### config.mk
export PLATFORM = sky130hd
export DESIGN_NAME = int128_divider_signed_unsigned
export DESIGN_NICKNAME = d
export VERILOG_FILES = /design/src/rtl/i128div_pkg.sv /design/src/rtl/i128div_ctrl.sv /design/src/rtl/i128div_dp.sv /design/src/rtl/int128_divider_signed_unsigned.sv
export SDC_FILE = /design/constraint.sdc
export NUM_CORES = 2
export LEC_CHECK = 0
export BUFFER_PORTS_ARGS = -buffer_cell sky130_fd_sc_hd__buf_4
export CORE_ASPECT_RATIO = 1.1
export CORE_MARGIN = 3
export CORE_UTILIZATION = 35
export DETAILED_ROUTE_END_ITERATION = 6
export GPL_TIMING_DRIVEN = 0
export PLACE_DENSITY_LB_ADDON = 0.2
export SETUP_SLACK_MARGIN = 0.1
export SLEW_MARGIN = 0
export SYNTH_ARGS = -nofsm -noshare
export SYNTH_HDL_FRONTEND = slang
export SYNTH_SLANG_ARGS = --single-unit
### constraint.sdc
create_clock -name clk -period 14.5 [get_ports clk]
set_input_delay 1.45 -clock clk [delete_from_list [all_inputs] [get_ports clk]]
set_output_delay 1.45 -clock clk [all_outputs]
set_load 0.05 [all_outputs]
### src/rtl/i128div_pkg.sv
// Shared types and constants for the 128-bit signed/unsigned divider.
// No dependencies; imported by the controller, the datapath and the top level.
package i128div_pkg;

	localparam int WIDTH  = 128;
	localparam int HALF   = WIDTH / 2;
	localparam int CNT_W  = $clog2(WIDTH);
	localparam int DATA_W = 2 * WIDTH;

	typedef enum logic [1:0] {
		ST_IDLE,
		ST_ABS,
		ST_ITER,
		ST_FIX
	} state_t;

	// One command bit per datapath operation; at most one is set in a cycle.
	typedef struct packed {
		logic load;
		logic absval;
		logic step;
		logic fix;
	} dp_cmd_t;

endpackage

### src/rtl/i128div_ctrl.sv
// Controller for the 128-bit divider: sequences load, magnitude, 128 divide
// steps and sign fix-up. Depends on i128div_pkg.
module i128div_ctrl
	import i128div_pkg::*;
(
	input  logic    clk,
	input  logic    arst_n,
	input  logic    in_valid,
	output logic    in_ready,
	output logic    out_valid,
	input  logic    out_ready,
	output dp_cmd_t cmd
);

	state_t           state_q;
	state_t           state_next;
	logic [CNT_W-1:0] cnt_q;
	logic             out_valid_q;
	logic             out_free;
	logic             last_step;

	assign out_free  = !out_valid_q || out_ready;
	assign last_step = (cnt_q == CNT_W'(WIDTH - 1));

	always_comb begin
		state_next = state_q;
		unique case (state_q)
			ST_IDLE: if (in_valid)  state_next = ST_ABS;
			ST_ABS:  state_next = ST_ITER;
			ST_ITER: if (last_step) state_next = ST_FIX;
			ST_FIX:  if (out_free)  state_next = ST_IDLE;
			default: state_next = ST_IDLE;
		endcase
	end

	always_comb begin
		cmd      = '0;
		in_ready = 1'b0;
		unique case (state_q)
			ST_IDLE: begin
				in_ready = 1'b1;
				cmd.load = in_valid;
			end
			ST_ABS:  cmd.absval = 1'b1;
			ST_ITER: cmd.step   = 1'b1;
			ST_FIX:  cmd.fix    = out_free;
			default: cmd = '0;
		endcase
	end

	always_ff @(posedge clk or negedge arst_n) begin
		if (!arst_n) begin
			state_q     <= ST_IDLE;
			cnt_q       <= '0;
			out_valid_q <= 1'b0;
		end else begin
			state_q <= state_next;
			if (cmd.absval) begin
				cnt_q <= '0;
			end else if (cmd.step) begin
				cnt_q <= cnt_q + 1'b1;
			end
			if (cmd.fix) begin
				out_valid_q <= 1'b1;
			end else if (out_ready) begin
				out_valid_q <= 1'b0;
			end
		end
	end

	assign out_valid = out_valid_q;

endmodule

### src/rtl/i128div_dp.sv
// Datapath for the 128-bit divider: operand registers, restoring
// shift-subtract step, sign handling and output register. Depends on i128div_pkg.
module i128div_dp
	import i128div_pkg::*;
(
	input  logic             clk,
	input  dp_cmd_t          cmd,
	input  logic             in_signed,
	input  logic [WIDTH-1:0] in_dividend,
	input  logic [WIDTH-1:0] in_divisor,
	output logic [WIDTH-1:0] quotient,
	output logic [WIDTH-1:0] remainder,
	output logic             div_zero
);

	logic [WIDTH-1:0] num_q;   // dividend, shifted out as quotient bits shift in
	logic [WIDTH-1:0] den_q;
	logic [WIDTH-1:0] rem_q;
	logic             sgn_q;
	logic             neg_n_q;
	logic             neg_d_q;
	logic             dz_q;
	logic [WIDTH-1:0] quo_out_q;
	logic [WIDTH-1:0] rem_out_q;
	logic             dz_out_q;

	logic [WIDTH:0]   partial;
	logic [WIDTH:0]   diff;
	logic             fits;
	logic             neg_q_res;

	assign partial   = {rem_q, num_q[WIDTH-1]};
	assign diff      = partial - {1'b0, den_q};
	assign fits      = !diff[WIDTH];
	// A zero divisor leaves the all-ones quotient unsigned.
	assign neg_q_res = (neg_n_q ^ neg_d_q) && !dz_q;

	always_ff @(posedge clk) begin
		if (cmd.load) begin
			num_q <= in_dividend;
			den_q <= in_divisor;
			sgn_q <= in_signed;
			dz_q  <= (in_divisor == '0);
		end
		if (cmd.absval) begin
			neg_n_q <= sgn_q && num_q[WIDTH-1];
			neg_d_q <= sgn_q && den_q[WIDTH-1];
			rem_q   <= '0;
			if (sgn_q && num_q[WIDTH-1]) begin
				num_q <= ~num_q + 1'b1;
			end
			if (sgn_q && den_q[WIDTH-1]) begin
				den_q <= ~den_q + 1'b1;
			end
		end
		if (cmd.step) begin
			rem_q <= fits ? diff[WIDTH-1:0] : partial[WIDTH-1:0];
			num_q <= {num_q[WIDTH-2:0], fits};
		end
		if (cmd.fix) begin
			quo_out_q <= neg_q_res ? (~num_q + 1'b1) : num_q;
			rem_out_q <= neg_n_q ? (~rem_q + 1'b1) : rem_q;
			dz_out_q  <= dz_q;
		end
	end

	assign quotient  = quo_out_q;
	assign remainder = rem_out_q;
	assign div_zero  = dz_out_q;

endmodule

### src/rtl/int128_divider_signed_unsigned.sv
// 128-bit signed/unsigned divider, top level; uses i128div_pkg, i128div_ctrl, i128div_dp.
// After an input item is accepted: a magnitude step, 128 shift-subtract steps of the
// shared 129-bit subtractor, then a sign fix-up that waits until the output register is free.
// One item at a time; the next item is taken while a result waits in the output register.
// Reset: arst_n asynchronous, active low; clears controller state and output valid.
module int128_divider_signed_unsigned
	import i128div_pkg::*;
(
	input  logic              clk,
	input  logic              arst_n,
	input  logic              s_axis_tvalid,
	output logic              s_axis_tready,
	input  logic [DATA_W-1:0] s_axis_tdata,  // dividend_hi, dividend_lo, divisor_hi, divisor_lo
	input  logic              s_axis_tuser,  // action (1 = signed)
	output logic              m_axis_tvalid,
	input  logic              m_axis_tready,
	output logic [DATA_W-1:0] m_axis_tdata,  // quotient_hi, quotient_lo, remainder_hi, remainder_lo
	output logic              m_axis_tuser   // divide_by_zero
);

	dp_cmd_t          cmd;
	logic [WIDTH-1:0] dividend;
	logic [WIDTH-1:0] divisor;
	logic [WIDTH-1:0] quotient;
	logic [WIDTH-1:0] remainder;

	// Reassemble the 128-bit operands from their halves (high half in the low lane).
	assign dividend = {s_axis_tdata[HALF-1:0], s_axis_tdata[WIDTH-1:HALF]};
	assign divisor  = {s_axis_tdata[WIDTH+HALF-1:WIDTH],
	                   s_axis_tdata[DATA_W-1:WIDTH+HALF]};

	// Sequence one item at a time through the datapath.
	i128div_ctrl u_ctrl (
		.clk       (clk),
		.arst_n    (arst_n),
		.in_valid  (s_axis_tvalid),
		.in_ready  (s_axis_tready),
		.out_valid (m_axis_tvalid),
		.out_ready (m_axis_tready),
		.cmd       (cmd)
	);

	// Hold operands, run the restoring divide, fix the signs into the output register.
	i128div_dp u_dp (
		.clk         (clk),
		.cmd         (cmd),
		.in_signed   (s_axis_tuser),
		.in_dividend (dividend),
		.in_divisor  (divisor),
		.quotient    (quotient),
		.remainder   (remainder),
		.div_zero    (m_axis_tuser)
	);

	// Split results back into halves, high half first in the lowest bits.
	assign m_axis_tdata = {remainder[HALF-1:0], remainder[WIDTH-1:HALF],
	                       quotient[HALF-1:0], quotient[WIDTH-1:HALF]};

`ifndef ASSERT_OFF
	// Only one item is in flight: an accept drops ready in the next cycle.
	a_busy_after_accept: assert property (@(posedge clk) disable iff (!arst_n)
		(s_axis_tvalid && s_axis_tready) |=> !s_axis_tready)
		else $error("input accepted while an item is in flight");

	// A new result appears only when the fix-up stage loads the output register.
	a_valid_from_fix: assert property (@(posedge clk) disable iff (!arst_n)
		$rose(m_axis_tvalid) |-> $past(cmd.fix))
		else $error("output valid without a fix-up");

	// A zero-divisor result carries an all-ones quotient.
	a_dz_quotient: assert property (@(posedge clk) disable iff (!arst_n)
		(m_axis_tvalid && m_axis_tuser) |-> (quotient == {WIDTH{1'b1}}))
		else $error("divide by zero without all-ones quotient");

	// Datapath operations never overlap.
	a_cmd_onehot: assert property (@(posedge clk) disable iff (!arst_n)
		$onehot0({cmd.load, cmd.absval, cmd.step, cmd.fix}))
		else $error("overlapping datapath commands");
`endif

endmodule

==> flow_summary.toml <==
[outcome]
status = "finished with violations"
violations = "DRC, capacitance limit, slew limit"

[clock_network]
clock_latency_ps = 720
ctsResizeCount = 0
cts_tree = "yes"
clkSinkCount = 655
numCtsBuffers = 81
cts_setup_buffers = 0
cts-root-buf = "clkbuf_16"
clkTransAtPathRegs_ps = 70
cts_buffer_depth = 3
cts_htree_levels = 3
cts_hold_buf = 0

[logic_synthesis]
avgSynthCellArea_um2 = 8.118
synth_compound_area_share_pct = 22.01
synth_edf_count = 391
syn_nets = 5738
synth_top_family_by_area = "simple AND/OR/NAND/NOR gates"
yosys.area_share.simple_pct = 22.61
muxShareOfSynthArea_pct = 0.2396
synth_top_area_share_pct = 27.09
synth-seq-cells = 655
syn_inst = 5340
ys_seq_area_share_pct = 39.39
ys_top_cells_by_area = "edfxtp_1, dfxtp_1, nand2_1"
async_flop_share_pct = 1.527
yosys.area_share.adder_pct = 3.972
yosys-top-cells-count = "nand2_1, a21oi_1, o21ai_0"
yosysTopAreaCell = "edfxtp_1"
synthDistinctLibCells = 91
yosysMostFrequentCell = "nand2_1"
synth_flop_cell = "edfxtp_1"
post_synth_xor_area_fraction_pct = 7.395
syn_area_um2 = 43350
yosys_warnings = 0

[place]
io_buffers = 519
gp_congestion = 0.9995
dpl.hpwl_um = 171000
post_dp_cell_area_um2 = 49530

[worst_setup_path]
critical_path.top_delay_family = "buffers and inverters"
required_ps = 15020
slowest_delay_ps = 910
critPathLaunchType = "flip-flop"
end_kind = "flip-flop"
path_buf_inv = 5
cp.depth = 17
cp.arrival_ps = 7750
reg2regPathDepth = 17
cp_max_fo = 10
cp_cell_sequence = "inv_1 > ha_1 > clkbuf_1 > and4_1 > and4_1 > and3_1 > a21o_1 > a311oi_1 > nand2_1 > o211ai_1 > a31o_2 > or2_2 > clkbuf_1 > clkbuf_1 > clkbuf_1 > nand2_1 > a31oi_1"
critPathKind = "reg -> reg"
slowest_stage = "clkbuf_1"
cp_common_cell = "clkbuf_1"

[final_layout]
finalInstanceArea_um2 = 52410
area_delta_synth_final_pct = 20.91
drive_above_1_share_pct = 12.31
final_nets = 6351

[route]
wire_per_inst_um = 27.96
drtIter0Drc = 5109
drt_pass1_iterations = 7
wl_um = 214100
num_vias = 45616
drc = 10
vias_per_cell = 5.958
drtAntennaViolNets = 0

[power]
ir_drop_uv = 148.3
power.density_nw_per_um2 = 311.8
leakage_nw = 19.26

[global_routing]
grt_pass1_wl_um = 304000
grt_pass1_vias = 43596
grt_max_degree = 72
grt-ovfl-total = 0
antenna_found_initial = 4
track_usage_pct = 32.15

[die]
io_pins = 520
rows = 134
core-area_um2 = 122100
die_w_um = 341.6
die_area_um2 = 128100
start_util_pct = 35.52
die_height_um = 375.1

[sta]
worst_pin_slew_ps = 1619
fin_crit_ps = 7236
slew_headroom_pct = -7.942
slew_viol_final = 11
rsz0062_at_grt = "false"
finalHoldViolCount = 0
finalCritPeriodShare_pct = 49.90
max_freq_mhz = 138.2
fin_skew_ps = 38.20
setup_viol = 0
tns_ps = 0

[flow_run]
max-cap-violations = 1

[min_path]
min_path_type = "reg -> reg"
holdPathStages = 0
-- cells by family (layout without fill, tap and decap cells) --
kind of cell             count (synthesis)  in the layout
AO/OA/AOI/OAI                         1604           1604
XOR/XNOR                               366            366
adder cells (fa/ha/maj)                137            137
buffers and inverters                  505           1186
flip-flops                             655            655
multiplexers                            10             10
other                                    0              3
AND/OR/NAND/NOR                       2063           2063
-- final timing paths --
kind | start | to | slack [ps]
hold reg to reg | u_dp.dz_q$_DFFE_PP_ | u_dp.div_zero$_DFFE_PP_ | 470
setup / recovery | u_dp.den_q[36]$_DFF_P_ | u_dp.rem_q[96]$_SDFFCE_PN0P_ | 7260
hold / removal | u_dp.dz_q$_DFFE_PP_ | u_dp.div_zero$_DFFE_PP_ | 470
min in group asynchronous | arst_n | u_ctrl.cnt_q[6]$_DFFE_PN0P_ | 570
max in group asynchronous | arst_n | u_ctrl.cnt_q[1]$_DFFE_PN0P_ | 13770
setup reg to reg | u_dp.den_q[36]$_DFF_P_ | u_dp.rem_q[96]$_SDFFCE_PN0P_ | 7260
-- where the power goes --
part	leakage (nW)	switching, mW	internal, mW	total, mW
clock network	1.39	0.927	1.32	2.25
logic	11.9	6.92	3.01	9.93
registers	6.01	0.951	3.21	4.17
-- cell usage in the layout, fill, tap and decap left out, drive strengths merged, types with 21 or more instances in the layout --
| master | n |
|---|---|
| o211ai | 29 |
| dfxtp | 254 |
| edfxtp | 391 |
| nor2 | 418 |
| clkinv | 24 |
| nand2 | 763 |
| o21bai | 22 |
| o21a | 31 |
| nand2b | 31 |
| nor3 | 200 |
| ha | 136 |
| xnor2 | 227 |
| a31oi | 73 |
| o31ai | 116 |
| or4 | 50 |
| and3 | 30 |
| a21o | 49 |
| a21oi | 563 |
| a211oi | 41 |
| nand4 | 99 |
| o22ai | 67 |
| nor4 | 131 |
| clkbuf | 396 |
| o21ai | 464 |
| inv | 189 |
| xor2 | 139 |
| nand3 | 117 |
| o41ai | 21 |
| buf | 558 |
| or2 | 34 |
| or3 | 106 |
-- per-stage QoR --
stage / utilization (%) / cells / power (mW) / hold slack, ps / setup slack [ps]
finish: 42.94 / 7656 / 16.34 / 469.3 / 7264
global route: 42.94 / 7654 / 17.28 / 506.0 / 7219
CTS: 42.94 / 7653 / 16.16 / 469.5 / 7362
detailed placement: 40.58 / 7502 / 13.88 / 459.5 / 7430
global placement: 40.38 / 7491 / 13.95 / 452.9 / 3199
floorplan: - / 5340 / 10.33 / 431.9 / 6402
-- worst reg2reg max path: cells and delay by family, from the launching register on --
family                   cells  cell delay (ps)
buffers and inverters        5             2810
AO/OA/AOI/OAI                5             1950
AND/OR/NAND/NOR              6             1570
flip-flops                   1              430
adder cells (fa/ha/maj)      1              300
-- sequential cells by signal, summed over array words and instances (netlist names), 2 cells and up --
register / flops
u_dp.num_q: 128
u_ctrl.cnt_q: 7
u_dp.quotient: 128
u_ctrl.state_q: 2
u_dp.den_q: 128
u_dp.rem_q: 128
u_dp.remainder: 128
-- layout make-up --
class / count / area [um2]
fillers: 12547 / 69640
clock buffers: 102 / 2238
flip-flops and latches: 655 / 17080
diodes: 3 / 7.507
repair buffers: 530 / 4089
inverters: 183 / 686.9
clock inverters: 49 / 636.9
multi-input cells: 4180 / 24420
plain buffers: 322 / 1214
well taps: 1632 / 2042
-- layer usage --
layer | GRT usage, % | part of all wire, % | wire, um
met3 | 4.762 | 7.9 | 17000
met1 | 41.83 | 41 | 88070
met4 | 15.93 | 5.4 | 11600
met2 | 51.99 | 45 | 97400
met5 | 0 | 0 | 0
No activity file was read; power rests on OpenSTA's default activity.
